## src/vwhc_pkg.sv

```systemverilog
// types and constants for the visual word histogram classifier
// no dependencies
package vwhc_pkg;

   localparam int MAX_WORDS   = 128;
   localparam int DESC_DIM    = 128;
   localparam int MAX_CLASSES = 8;

   localparam int WORD_W  = $clog2(MAX_WORDS);
   localparam int DIM_W   = $clog2(DESC_DIM);
   localparam int CLASS_W = $clog2(MAX_CLASSES);
   localparam int DIST_W  = 39;
   localparam int ACC_W   = 48;

   localparam logic [1:0] OP_CENTER = 2'd0;
   localparam logic [1:0] OP_REF    = 2'd1;
   localparam logic [1:0] OP_DESC   = 2'd2;
   localparam logic [1:0] OP_FINISH = 2'd3;

   localparam logic [0:0] CSR_WORDS   = 1'b0;
   localparam logic [0:0] CSR_CLASSES = 1'b1;

   typedef struct packed {
      logic [1:0]  operation;
      logic [6:0]  word_index;
      logic [6:0]  dim_index;
      logic [2:0]  class_index;
      logic [15:0] center_value;
      logic [15:0] reference_count;
      logic [7:0]  descriptor_value;
      logic        last_element;
   } req_type;

   typedef struct packed {
      logic              result_kind;
      logic [6:0]        word_out;
      logic [2:0]        class_out;
      logic [DIST_W-1:0] best_distance;
   } rsp_type;

endpackage

```

## src/vwhc_sqacc.sv

```systemverilog
// shared subtract, square and accumulate unit with running minimum search
// depends on vwhc_pkg
module vwhc_sqacc
   import vwhc_pkg::*;
(
   input  logic              clock,
   input  logic              reset,
   input  logic              start_in,   // clear accumulator and minimum
   input  logic              valid_in,   // operand pair present
   input  logic [16:0]       a_in,
   input  logic [16:0]       b_in,
   input  logic              close_in,   // candidate sum complete (after last product)
   input  logic [9:0]        cand_in,
   output logic [ACC_W-1:0]  best_d_out,
   output logic [9:0]        best_i_out
);
   logic [16:0]      diff_ff;
   logic             dv_ff;
   logic [33:0]      prod_ff;
   logic             pv_ff;
   logic [ACC_W-1:0] acc_ff;
   logic [ACC_W-1:0] best_d_ff;
   logic [9:0]       best_i_ff;
   logic             have_ff;

   always_ff @(posedge clock) begin
      if (reset) begin
         dv_ff   <= 1'b0;
         pv_ff   <= 1'b0;
         have_ff <= 1'b0;
      end else begin
         dv_ff <= valid_in;
         pv_ff <= dv_ff;
         if (start_in) have_ff <= 1'b0;
         else if (close_in) have_ff <= 1'b1;
      end
      diff_ff <= (a_in >= b_in) ? (a_in - b_in) : (b_in - a_in);
      prod_ff <= diff_ff * diff_ff;
      if (start_in || close_in) begin
         acc_ff <= '0;
      end else if (pv_ff) begin
         acc_ff <= acc_ff + ACC_W'(prod_ff);
      end
      if (close_in && (!have_ff || acc_ff < best_d_ff)) begin
         best_d_ff <= acc_ff;
         best_i_ff <= cand_in;
      end
   end

   assign best_d_out = best_d_ff;
   assign best_i_out = best_i_ff;
endmodule

```

## config.mk

```make
export PLATFORM = sky130hd
export DESIGN_NAME = vwhc_sqacc
export DESIGN_NICKNAME = d
export VERILOG_FILES = /design/src/vwhc_pkg.sv /design/src/vwhc_sqacc.sv
export SDC_FILE = /design/constraint.sdc
export NUM_CORES = 1
export LEC_CHECK = 0
export ABC_AREA = 1
export BUFFER_PORTS_ARGS = -buffer_cell sky130_fd_sc_hd__buf_2
export CAP_MARGIN = 30
export CELL_PAD_IN_SITES_DETAIL_PLACEMENT = 1
export CELL_PAD_IN_SITES_GLOBAL_PLACEMENT = 1
export CORE_MARGIN = 2
export CORE_UTILIZATION = 42
export DETAILED_ROUTE_END_ITERATION = 12
export GPL_TIMING_DRIVEN = 0
export PLACE_DENSITY = 0.77
export SYNTH_ARGS = -nofsm -noshare
export SYNTH_HDL_FRONTEND = slang
export SYNTH_SLANG_ARGS = --single-unit
```

## constraint.sdc

```tcl
create_clock -name clock -period 11.7 [get_ports clock]
set_input_delay 2.925 -clock clock [delete_from_list [all_inputs] [get_ports clock]]
set_output_delay 2.925 -clock clock [all_outputs]
set_load 0.03 [all_outputs]
```

==> impl_results.md <==
* Clk Latency, worst-skew pair at 0.47 ns
* WHS at 0.398 ns
* Die span in x at 219 um
* Htree depth at 4
* Mean Syn Cell Area at 7.36 sq um
* GPL Wtd Cong at 0.918
* First-pass GRT wire length at 94000 um
* Synthesis-to-finish area growth at 10.0%
* Setup TNS at 0 ns
* Synth cell types at 47
* Final worst-path cycle share at 0.581
* Syn. warnings at 0
* Type of origin of the critical path: flop
* Post-cts resize count at 0
* Ys async rst share at 0
* Number of global-route vias before repair at 18600
* Total Routing Usage GR at 0.249
* Die area at 0.0482 sq mm
* Postcts setup bufs at 0
* Fin crit period at 6.80 ns
* Core area at 0.0456 sq mm
* Starting Density at 0.428
* Most frequent cells in the layout: inv_1, nand2_1, nor2_1
* Outcome: completed
* Clk slew on worst S/H paths at 0.07 ns
* Commonest non-fill, non-tap cell in the layout: inv_1
* Hold Crit Class: reg2reg
* Filler instances at 5868
* Fin cells at 3389
* Vias at 16800
* Clock sinks at 159
* Final setup fails at 0
* Synthesized net count at 3114
* Largest net degree at the start of global routing at 30
* Crit end category: flop
* Fmax at 0.147 GHz
* Max-slew violations at 0
* I/O pins at 107
* Rows at 78
* CTS tree: done
* DRT Wirelength at 57000 um
* Critical Path AT at 7.14 ns
* Avg WL per Cell at 16.8 um
* Vias/cell at 4.95
* Post-DRT Antenna Nets at 0
* Port bufs at 106
* Die Y-Extent at 219 um
* Synth top area share at 0.199
* Max-Cap Viols at 0
* Critical path peak fanout at 10
* Flops & latches, synth at 159
* Area contributors post-synth: fa_1, ha_1, inv_1, nand2_1, dfxtp_1
* Largest area contributor in the netlist: fa_1
* 1st-iter DRT viols at 642
* Detail Placement HPWL at 49400 um
* Placed Cells at 3357
* Fin. Hold Viols at 0
* # hold bufs at CTS at 0
* Total CTS buffers at 17
* Root buf cell: clkbuf_16
* Tightest Pin Transition at 0.967 ns
* DRC at 0
* CTS max path bufs at 2
* Pre-Repair DR Iteration Count at 5
* N_diodes at 0
* Layout cells sized above 1 at 0.0685
* Max_slew headroom at 0.353
* Post-synth EDFFs at 58
* Final nets at 3241
* Register area share after synthesis at 0.193
* Total global routing overflow at 0
* Antenna violations before repair at 0
* Main flop type after synthesis: dfxtp_1
* WP data required at 12.05 ns
* Synth Instances at 2649
* Post-Route Skew at 0.0250 ns
* RSZ-0062 raised after global routing: false
* R2R Setup Slk at 4.90 ns
* Setup Crit Path Kind: reg2reg
* Post-Syn Area at 0.0195 sq mm
==> flip-flops by register name, summed over array words and instances (netlist names) <==
name and count:
have_ff 1, diff_ff 17, best_d_out 48, dv_ff 1, acc_ff 48, best_i_out 10, prod_ff 33, pv_ff 1
==> worst max-delay path, cell delays in order (launching register included) <==
cell and delay, ns:
dfxtp_1 0.30, clkbuf_1 0.54, clkbuf_1 0.59, nand2_1 0.16, fa_1 0.59, inv_1 0.07, fa_1 0.52, inv_1 0.06
fa_1 0.54, inv_1 0.06, fa_1 0.50, fa_1 0.55, inv_1 0.06, fa_1 0.54, inv_1 0.05, ha_1 0.36
nand2_1 0.14, nor2_1 0.17, nand4_1 0.10, o21ai_1 0.39, nand3_1 0.19, nand3_1 0.13, nand2_1 0.06
==> layout make-up <==
class	count	area, sq um	area share
Inverter	648	2440	0.114
Sequential cell	159	3760	0.175
Clock inverter	10	161	0.00752
Buffer	62	295	0.0138
Tap cell	600	751	0.0350
Multi-Input combinational cell	1780	13000	0.606
Clock buffer	22	454	0.0212
Timing Repair Buffer	108	578	0.0269
==> through the flow <==
step | utilization | setup WS (ns) | cell area, sq um
after floorplan | - | 3.97 | 19500
after global routing | 0.471 | 4.42 | 21400
after detailed placement | 0.457 | 4.87 | 20800
after global placement | 0.456 | 1.95 | 20800
after CTS | 0.471 | 4.86 | 21400
final | 0.471 | 4.90 | 21400
==> cells by family after synthesis <==
group | count (synthesis) | share of synthesized area
AO/OA/AOI/OAI | 256 | 0.0729
XOR/XNOR | 85 | 0.0382
adder cells (fa/ha/maj) | 416 | 0.342
buffers and inverters | 710 | 0.140
flip-flops | 159 | 0.193
multiplexers | 1 | 0.000578
AND/OR/NAND/NOR | 1022 | 0.213
==> synth_stat cells, drive strengths merged, types with 3 or more instances <==
library cell and n:
nand2 644, nand3 89, nor2 238, a21boi 3, a21oi 127, a31oi 7
edfxtp 58, clkbuf 45, xor2 65, a21o 13, xnor2 20, o21a 6
or2 5, inv 647, nor3 16, nand3b 5, nand4 16, o21ai 78
o21bai 19, nor4 5, buf 17, ha 222, dfxtp 101, fa 194
==> final timing paths <==
kind,start,end,cells after the start
worst min register to register,diff_ff[0],prod_ff[0],0
worst max register to register,diff_ff[6],prod_ff[32],22
worst min-delay path,diff_ff[0],prod_ff[0],0
worst max-delay path,diff_ff[6],prod_ff[32],22
==> layer usage <==
metal / GRT usage / wire length [um]
met1: 0.294 / 24400
met2: 0.471 / 29800
met3: 0.0252 / 1400
met4: 0.0766 / 1430
met5: 0 / 0
Power is left out: the tool's default activity adds up to more than one toggle a clock period on the data nets, which glitch-free logic cannot reach.
